## src/rtl/tsa_pkg.sv

```systemverilog
// ----------------------------------------------------------------------------
// Tagged slot allocator package
// Shared sizes, the command word passed from the front end to the scan engine,
// and its kind codes.
// ----------------------------------------------------------------------------
package tsa_pkg;

  localparam int NUM_SLOTS   = 128;
  localparam int TAG_BITS    = 16;
  localparam int VALUE_W     = 16;
  localparam int FREE_W      = 8;
  localparam int IDX_W       = $clog2(NUM_SLOTS);
  localparam int CNT_W       = $clog2(NUM_SLOTS + 1);
  localparam int QUEUE_DEPTH = 2;
  localparam int QPTR_W      = (QUEUE_DEPTH > 1) ? $clog2(QUEUE_DEPTH) : 1;
  localparam int QCNT_W      = $clog2(QUEUE_DEPTH + 1);

  typedef enum logic [1:0] {
    CMD_RESERVE,
    CMD_CANCEL,
    CMD_DONE_OK,
    CMD_DONE_FAIL
  } cmd_kind_t;

  typedef struct packed {
    cmd_kind_t            kind;
    logic [CNT_W-1:0]     need;
    logic [TAG_BITS-1:0]  tag;
  } cmd_t;

endpackage

```

## src/rtl/tsa_front.sv

```systemverilog
// ----------------------------------------------------------------------------
// Tagged slot allocator front end
// Accepts request words, rounds the reserve count, masks the tags and decides
// the requests that need no scan of the slot row and no look at the free count.
// ----------------------------------------------------------------------------
module tsa_front (
  input  logic                         in_valid,
  output logic                         in_stall,
  input  logic                         opcode,
  input  logic [tsa_pkg::VALUE_W-1:0]  request_value,
  input  logic [tsa_pkg::VALUE_W-1:0]  owner_tag,
  input  logic                         q_full,
  output logic                         q_push,
  output tsa_pkg::cmd_t                q_cmd
);

  logic [tsa_pkg::VALUE_W:0]    need_wide;
  logic [tsa_pkg::TAG_BITS-1:0] res_tag;
  logic [tsa_pkg::TAG_BITS-1:0] can_tag;

  assign need_wide = ({1'b0, request_value} + (tsa_pkg::VALUE_W + 1)'(1))
                     & ~(tsa_pkg::VALUE_W + 1)'(1);
  assign res_tag   = tsa_pkg::TAG_BITS'(owner_tag);
  assign can_tag   = tsa_pkg::TAG_BITS'(request_value);

  assign in_stall = q_full;
  assign q_push   = in_valid && !q_full;

  always_comb begin
    q_cmd.need = tsa_pkg::CNT_W'(need_wide);
    if (opcode) begin
      q_cmd.tag  = can_tag;
      q_cmd.kind = (can_tag == '0) ? tsa_pkg::CMD_DONE_OK : tsa_pkg::CMD_CANCEL;
    end else begin
      q_cmd.tag = res_tag;
      if (res_tag == '0) begin
        q_cmd.kind = tsa_pkg::CMD_DONE_FAIL;
      end else if (need_wide == '0) begin
        q_cmd.kind = tsa_pkg::CMD_DONE_OK;
      end else if (need_wide > (tsa_pkg::VALUE_W + 1)'(tsa_pkg::NUM_SLOTS)) begin
        q_cmd.kind = tsa_pkg::CMD_DONE_FAIL;
      end else begin
        q_cmd.kind = tsa_pkg::CMD_RESERVE;
      end
    end
  end

endmodule

```

## src/rtl/tsa_queue.sv

```systemverilog
// ----------------------------------------------------------------------------
// Tagged slot allocator command queue
// A short FIFO of classified commands between the front end and the scan
// engine.
// ----------------------------------------------------------------------------
module tsa_queue (
  input  logic           clk,
  input  logic           rst,
  input  logic           push,
  input  tsa_pkg::cmd_t  push_cmd,
  output logic           full,
  input  logic           pop,
  output logic           avail,
  output tsa_pkg::cmd_t  head
);

  tsa_pkg::cmd_t               entries [tsa_pkg::QUEUE_DEPTH];
  logic [tsa_pkg::QPTR_W-1:0]  wr_ptr;
  logic [tsa_pkg::QPTR_W-1:0]  rd_ptr;
  logic [tsa_pkg::QCNT_W-1:0]  count;
  logic                        do_push;
  logic                        do_pop;

  assign full    = (count == tsa_pkg::QCNT_W'(tsa_pkg::QUEUE_DEPTH));
  assign avail   = (count != '0);
  assign head    = entries[rd_ptr];
  assign do_push = push && !full;
  assign do_pop  = pop && avail;

  function automatic logic [tsa_pkg::QPTR_W-1:0] bump(
    input logic [tsa_pkg::QPTR_W-1:0] p
  );
    if (p == tsa_pkg::QPTR_W'(tsa_pkg::QUEUE_DEPTH - 1)) begin
      return '0;
    end
    return p + tsa_pkg::QPTR_W'(1);
  endfunction

  always_ff @(posedge clk) begin
    if (do_push) begin
      entries[wr_ptr] <= push_cmd;
    end
  end

  always_ff @(posedge clk) begin
    if (rst) begin
      wr_ptr <= '0;
      rd_ptr <= '0;
      count  <= '0;
    end else begin
      if (do_push) begin
        wr_ptr <= bump(wr_ptr);
      end
      if (do_pop) begin
        rd_ptr <= bump(rd_ptr);
      end
      if (do_push && !do_pop) begin
        count <= count + tsa_pkg::QCNT_W'(1);
      end else if (do_pop && !do_push) begin
        count <= count - tsa_pkg::QCNT_W'(1);
      end
    end
  end

endmodule

```

## src/rtl/tsa_back.sv

```systemverilog
// ----------------------------------------------------------------------------
// Tagged slot allocator scan engine
// Holds the slot row and the free count, carries out reserve and cancel
// commands with one slot per cycle, and holds the result word.
// ----------------------------------------------------------------------------
module tsa_back (
  input  logic                        clk,
  input  logic                        rst,
  input  logic                        q_avail,
  input  tsa_pkg::cmd_t               q_head,
  output logic                        q_pop,
  output logic                        out_valid,
  input  logic                        out_stall,
  output logic                        ok,
  output logic [tsa_pkg::FREE_W-1:0]  free_slots
);

  typedef enum logic [1:0] {
    ST_IDLE,
    ST_SCAN,
    ST_FLUSH,
    ST_DONE
  } state_t;

  state_t                        state;
  tsa_pkg::cmd_t                 cmd;
  logic                          ok_pend;
  logic [tsa_pkg::CNT_W-1:0]     free_total;
  logic [tsa_pkg::CNT_W-1:0]     placed;
  logic [tsa_pkg::IDX_W-1:0]     addr;

  logic [tsa_pkg::TAG_BITS-1:0]  mem [tsa_pkg::NUM_SLOTS];
  logic [tsa_pkg::NUM_SLOTS-1:0] slot_valid;
  logic [tsa_pkg::TAG_BITS-1:0]  mem_q;
  logic                          valid_q;
  logic                          rd_valid_d;
  logic [tsa_pkg::IDX_W-1:0]     rd_idx_d;

  logic [tsa_pkg::TAG_BITS-1:0]  slot_val;
  logic                          wr_en;
  logic [tsa_pkg::TAG_BITS-1:0]  wr_data;
  logic                          take_slot;
  logic                          drop_slot;
  logic                          out_free;

  assign slot_val  = valid_q ? mem_q : '0;
  assign take_slot = rd_valid_d && (cmd.kind == tsa_pkg::CMD_RESERVE)
                     && (slot_val == '0) && (placed != cmd.need);
  assign drop_slot = rd_valid_d && (cmd.kind == tsa_pkg::CMD_CANCEL)
                     && (slot_val == cmd.tag);
  assign wr_en     = take_slot || drop_slot;
  assign wr_data   = take_slot ? cmd.tag : '0;
  assign q_pop     = (state == ST_IDLE) && q_avail;
  assign out_free  = !out_valid || !out_stall;

  always_ff @(posedge clk) begin
    mem_q <= mem[addr];
    if (wr_en) begin
      mem[rd_idx_d] <= wr_data;
    end
  end

  always_ff @(posedge clk) begin
    if (rst) begin
      slot_valid <= '0;
      valid_q    <= 1'b0;
    end else begin
      valid_q <= slot_valid[addr];
      if (wr_en) begin
        slot_valid[rd_idx_d] <= 1'b1;
      end
    end
  end

  always_ff @(posedge clk) begin
    if (rst) begin
      state      <= ST_IDLE;
      out_valid  <= 1'b0;
      free_total <= tsa_pkg::CNT_W'(tsa_pkg::NUM_SLOTS);
      placed     <= '0;
      addr       <= '0;
      rd_valid_d <= 1'b0;
      ok_pend    <= 1'b0;
    end else begin
      rd_valid_d <= (state == ST_SCAN);
      rd_idx_d   <= addr;
      if (out_valid && !out_stall && (state != ST_DONE)) begin
        out_valid <= 1'b0;
      end
      if (take_slot) begin
        placed     <= placed + tsa_pkg::CNT_W'(1);
        free_total <= free_total - tsa_pkg::CNT_W'(1);
      end else if (drop_slot) begin
        free_total <= free_total + tsa_pkg::CNT_W'(1);
      end
      case (state)
        ST_IDLE: begin
          addr   <= '0;
          placed <= '0;
          if (q_avail) begin
            cmd <= q_head;
            case (q_head.kind)
              tsa_pkg::CMD_RESERVE: begin
                if (q_head.need > free_total) begin
                  ok_pend <= 1'b0;
                  state   <= ST_DONE;
                end else begin
                  ok_pend <= 1'b1;
                  state   <= ST_SCAN;
                end
              end
              tsa_pkg::CMD_CANCEL: begin
                ok_pend <= 1'b1;
                state   <= ST_SCAN;
              end
              tsa_pkg::CMD_DONE_OK: begin
                ok_pend <= 1'b1;
                state   <= ST_DONE;
              end
              default: begin
                ok_pend <= 1'b0;
                state   <= ST_DONE;
              end
            endcase
          end
        end
        ST_SCAN: begin
          if (addr == tsa_pkg::IDX_W'(tsa_pkg::NUM_SLOTS - 1)) begin
            state <= ST_FLUSH;
          end else begin
            addr <= addr + tsa_pkg::IDX_W'(1);
          end
        end
        ST_FLUSH: begin
          state <= ST_DONE;
        end
        ST_DONE: begin
          if (out_free) begin
            out_valid  <= 1'b1;
            ok         <= ok_pend;
            free_slots <= tsa_pkg::FREE_W'(free_total);
            state      <= ST_IDLE;
          end
        end
        default: begin
          state <= ST_IDLE;
        end
      endcase
    end
  end

  a_free_bound: assert property (@(posedge clk) disable iff (rst)
    free_total <= tsa_pkg::CNT_W'(tsa_pkg::NUM_SLOTS))
    else $error("free count exceeds the slot row");

  a_placed_bound: assert property (@(posedge clk) disable iff (rst)
    (cmd.kind == tsa_pkg::CMD_RESERVE && state != ST_IDLE) |-> placed <= cmd.need)
    else $error("reserve placed more slots than requested");

  a_reserve_full: assert property (@(posedge clk) disable iff (rst)
    (state == ST_DONE && cmd.kind == tsa_pkg::CMD_RESERVE && ok_pend)
    |-> placed == cmd.need)
    else $error("granted reserve did not place every slot");

  a_write_in_scan: assert property (@(posedge clk) disable iff (rst)
    wr_en |-> (state == ST_SCAN || state == ST_FLUSH))
    else $error("slot write outside a scan");

endmodule

```

## src/rtl/tagged_slot_allocator_core.sv

```systemverilog
// ----------------------------------------------------------------------------
// Tagged slot allocator core
// Reserves and cancels runs of owner-tagged slots and reports the free count.
// ----------------------------------------------------------------------------
// A scanned request passes the queue register and the scan engine's IDLE, SCAN,
// FLUSH and DONE states before its result word is registered; a request that
// is decided without a scan skips SCAN and FLUSH. The scan reads the slot memory
// one slot per cycle, and the engine pops no new command until it leaves DONE.
// Reset: all slots free at once through per-slot valid bits, with no clearing
// pass; words are accepted in the first cycle after reset.
module tagged_slot_allocator_core (
  input  logic                         clk,
  input  logic                         rst,
  input  logic                         in_valid,
  output logic                         in_stall,
  input  logic                         opcode,
  input  logic [tsa_pkg::VALUE_W-1:0]  request_value,
  input  logic [tsa_pkg::VALUE_W-1:0]  owner_tag,
  output logic                         out_valid,
  input  logic                         out_stall,
  output logic                         ok,
  output logic [tsa_pkg::FREE_W-1:0]   free_slots
);

  logic          q_full;
  logic          q_push;
  logic          q_pop;
  logic          q_avail;
  tsa_pkg::cmd_t q_cmd;
  tsa_pkg::cmd_t q_head;

  tsa_front u_front (
    .in_valid      (in_valid),
    .in_stall      (in_stall),
    .opcode        (opcode),
    .request_value (request_value),
    .owner_tag     (owner_tag),
    .q_full        (q_full),
    .q_push        (q_push),
    .q_cmd         (q_cmd)
  );

  tsa_queue u_queue (
    .clk      (clk),
    .rst      (rst),
    .push     (q_push),
    .push_cmd (q_cmd),
    .full     (q_full),
    .pop      (q_pop),
    .avail    (q_avail),
    .head     (q_head)
  );

  tsa_back u_back (
    .clk        (clk),
    .rst        (rst),
    .q_avail    (q_avail),
    .q_head     (q_head),
    .q_pop      (q_pop),
    .out_valid  (out_valid),
    .out_stall  (out_stall),
    .ok         (ok),
    .free_slots (free_slots)
  );

endmodule
```

## config.mk

```make
export PLATFORM = sky130hd
export DESIGN_NAME = tagged_slot_allocator_core
export DESIGN_NICKNAME = d
export VERILOG_FILES = /design/src/rtl/tsa_pkg.sv /design/src/rtl/tsa_front.sv /design/src/rtl/tsa_queue.sv /design/src/rtl/tsa_back.sv /design/src/rtl/tagged_slot_allocator_core.sv
export SDC_FILE = /design/constraint.sdc
export NUM_CORES = 2
export LEC_CHECK = 0
export CAP_MARGIN = 20
export CORE_ASPECT_RATIO = 1.1
export CORE_MARGIN = 2
export CORE_UTILIZATION = 60
export DETAILED_ROUTE_END_ITERATION = 8
export DONT_BUFFER_PORTS = 1
export PLACE_DENSITY = 0.73
export SKIP_LAST_GASP = 1
export SLEW_MARGIN = 0
export SYNTH_ARGS = -nofsm -noshare
export SYNTH_HDL_FRONTEND = slang
export SYNTH_SLANG_ARGS = --single-unit
```

## constraint.sdc

```tcl
create_clock -name clk -period 8.5 [get_ports clk]
set_input_delay 0 -clock clk [delete_from_list [all_inputs] [get_ports clk]]
set_output_delay 0 -clock clk [all_outputs]
set_load 0.05 [all_outputs]
```

==> flow_summary.toml <==
[yosys]
syn_avg_cell_area_um2 = 20.52
yosysWarnings = 0
synth.distinct_cells = 67
synth_top_area_share_pct = 70.58
synth_top_cell_by_area = "edfxtp_1"
yosysSeqAreaShare_pct = 74.49
synth_area_leaders = "edfxtp_1 71%, mux4_2 14%, dfxtp_1 3.9%"
synth.cell_area_um2 = 91010
netlist_instances = 4436
synth_edf_count = 2139
synth_fp_nets = 4499
ys_seq_elements = 2317
synthFlopType = "edfxtp_1"
ys_async_sr_fraction_pct = 0

[critical_path]
cp_common_cell = "buf_4"
cpMaxStageDelayCell = "nor3_2"
cp_max_fo = 58
crit_path_end_kind = "flop"
worstPathCellList = "nor4_1 > nand4_1 > nand2_1 > and2_0 > a21oi_4 > buf_4 > nor3_2 > buf_4"
startpoint_type = "flop"
critical_path_class = "reg -> reg"
critPathMaxStageDelay_ns = 1.04
cpLargestDelayFamily = "simple AND/OR/NAND/NOR gates"
required_ns = 9.04
arrival_ns = 5.34
cp_num_buf_inv = 2

[clocking]
hold_buffers = 62
post_cts_resized = 0
htree_levels = 4
clock_sinks = 2317
cts_buffers = 210
clk_pin_slew_ns = 0.06
cts_buffer_depth = 3
cts_setup_buffers = 0
root_buffer = "clkbuf_16"
cts_tree = "yes"
insertion_delay_ns = 0.86

[flow_run]
maxCapViolations = 0

[sta]
clock.fmax_mhz = 208.3
finalCritPeriodShare_pct = 56.47
fin_skew_ns = 0.02928
finalHoldViolations = 0
rsz0062_at_grt = "false"
max_slew.worst_pin.slew_ns = 1.175
finalSetupTns_ns = 0
setup_viol = 0
slew_violations = 0
slew-limit-headroom_pct = 21.21
fin_crit_ns = 4.800

[floorplanning]
start_util_pct = 60.57
die-height_um = 412.5
coreArea_um2 = 150300
dieArea_um2 = 154800
ioPinCount = 48
die_x_um = 375.3
rows = 149

[placement]
gp_congestion = 0.9089
dpl.hpwl_mm = 131.6
placedCellCount = 6304
io_buffers = 0

[global_route]
grt_usage_pct = 29.65
grt_pass1_wl_mm = 325.5
grt_max_degree = 157
grt_antenna_before_repair = 7
grt_pass1_vias = 45740
grt-ovfl-total = 0

[pwr]
power.leakage_nw = 28.30
ir_drop_mv = 0.2339
power.density_nw_per_um2 = 236.9

[routing]
first_pass_iters = 6
routed_wl_mm = 227.1
drt_iter0_drc = 7276
vias = 46480
drc_errors = 0
ant_nets = 0
wire_per_inst_um = 33.58
vias_per_cell = 6.873

[final_layout]
final-seq-area_um2 = 67810
fin_cells = 6762
multiInputGateArea_um2 = 21900
syn_to_final_growth_pct = 11.92
final_common_cell = "edfxtp_1"
final_cell_mix = "2139 x edfxtp_1, 579 x mux4_2, 214 x clkbuf_16"
drive_gt1_share_pct = 27.51
nNetsFinal = 4678
n_fill_cell = 9161

[worst_hold_path]
hp-class = "in -> reg"

[outcome]
status = "finished, final reports clean"
==> flip-flops by register name, indices dropped and copies added, names as in the netlist, 2 cells and up, named ones only <==
| name | cells |
|---|---|
| u_back.addr | 7 |
| u_back.mem_q | 16 |
| u_back.mem | 2048 |
| u_back.cmd | 25 |
| u_queue.entries | 50 |
| u_back.free_slots | 8 |
| u_back.rd_idx_d | 7 |
| u_back.free_total | 8 |
| u_back.slot_valid | 128 |
| u_queue.count | 2 |
| u_back.placed | 8 |
| u_back.state | 2 |
==> kinds of logic after synthesis <==
kind of cell,share of synthesized area (%)
AO/OA/AOI/OAI,3.331
XOR/XNOR,0.3368
multiplexers,16.67
AND/OR/NAND/NOR,2.458
buffers and inverters,2.352
adder cells (fa/ha/maj),0.3657
flip-flops,74.49
==> worst paths after layout <==
path                         start                     end  slack, ns  cells past startpoint
hold reg to reg     u_back.ok_pend               u_back.ok       0.44                      0
setup reg to reg   u_back.mem_q[6]     u_back.mem[125][15]       3.70                      8
hold / removal    request_value[1]  u_queue.entries[0][23]       0.07                      6
setup / recovery   u_back.mem_q[6]     u_back.mem[125][15]       3.70                      8
==> per-stage QoR <==
stage / util [%] / setup slack [ns] / instance area (um^2) / hold WS [ns] / total power, W
detailed placement: 62.81 / 3.709 / 94390 / 0.1244 / 0.01494
CTS: 67.78 / 3.682 / 101800 / 0.001356 / 0.02424
finish: 67.79 / 3.700 / 101900 / 0.07470 / 0.02413
global placement: 62.61 / 3.675 / 94080 / 0.1198 / 0.01492
global route: 67.78 / 3.536 / 101900 / 0.1171 / 0.02476
floorplan: - / 4.996 / 91010 / 0.1394 / 0.01446
==> cells in the mapped netlist, drive strengths merged, types with 3 or more instances <==
| cell | number |
|---|---|
| a31oi | 12 |
| o21ai | 19 |
| a2111oi | 3 |
| o32ai | 129 |
| nor3 | 142 |
| a21oi | 68 |
| a22o | 4 |
| o311ai | 8 |
| nand3b | 13 |
| mux2 | 52 |
| ha | 25 |
| nand3 | 22 |
| nor2 | 57 |
| a21o | 5 |
| inv | 154 |
| or2 | 9 |
| a22oi | 48 |
| xor2 | 26 |
| o221ai | 23 |
| nand4 | 11 |
| or3 | 5 |
| and3 | 25 |
| edfxtp | 2139 |
| dfxtp | 178 |
| clkbuf | 129 |
| buf | 158 |
| nor4 | 15 |
| a221oi | 35 |
| nor2b | 26 |
| o22ai | 10 |
| nand2b | 20 |
| mux4 | 579 |
| xnor2 | 9 |
| nand2 | 66 |
| mux2i | 154 |
| and2 | 11 |
| a211oi | 16 |
| a31o | 3 |
==> worst min-delay path, cell delays in order <==
cell and delay (ns):
nand2_1 0.05, xor2_1 0.08, a31o_2 0.25, nand3b_1 0.11
a21oi_1 0.08, a32oi_1 0.20
==> routing by layer <==
metal  track usage, %  routed length (um)  vias up
met3            5.755               22490      465
met1            41.62               85710    24360
met2            46.65              109200     2791
met4            12.01                9626        2
met5                0                  12        -
li1                 -                   -    18860
==> report_power, final <==
group	leakage (nW)	internal, W	switching (W)	total, W
clock	3.38	0.00528	0.00411	0.00939
combinational	6.34	0.00104	0.00118	0.00222
sequential	18.6	0.0124	0.000122	0.0125
total	28.3	0.0187	0.00542	0.0241
==> final cells by class <==
class	count	share of cell area, %
Antenna cell	4	0.009827
Clock buffer	262	5.534
Clock inverter	130	1.167
Inverter	154	0.5724
Multi-Input combinational cell	1678	21.51
Sequential cell	2317	66.57
Tap cell	1963	2.411
Timing Repair Buffer	254	2.229
Note: power is estimated with default switching activity, not from simulation.
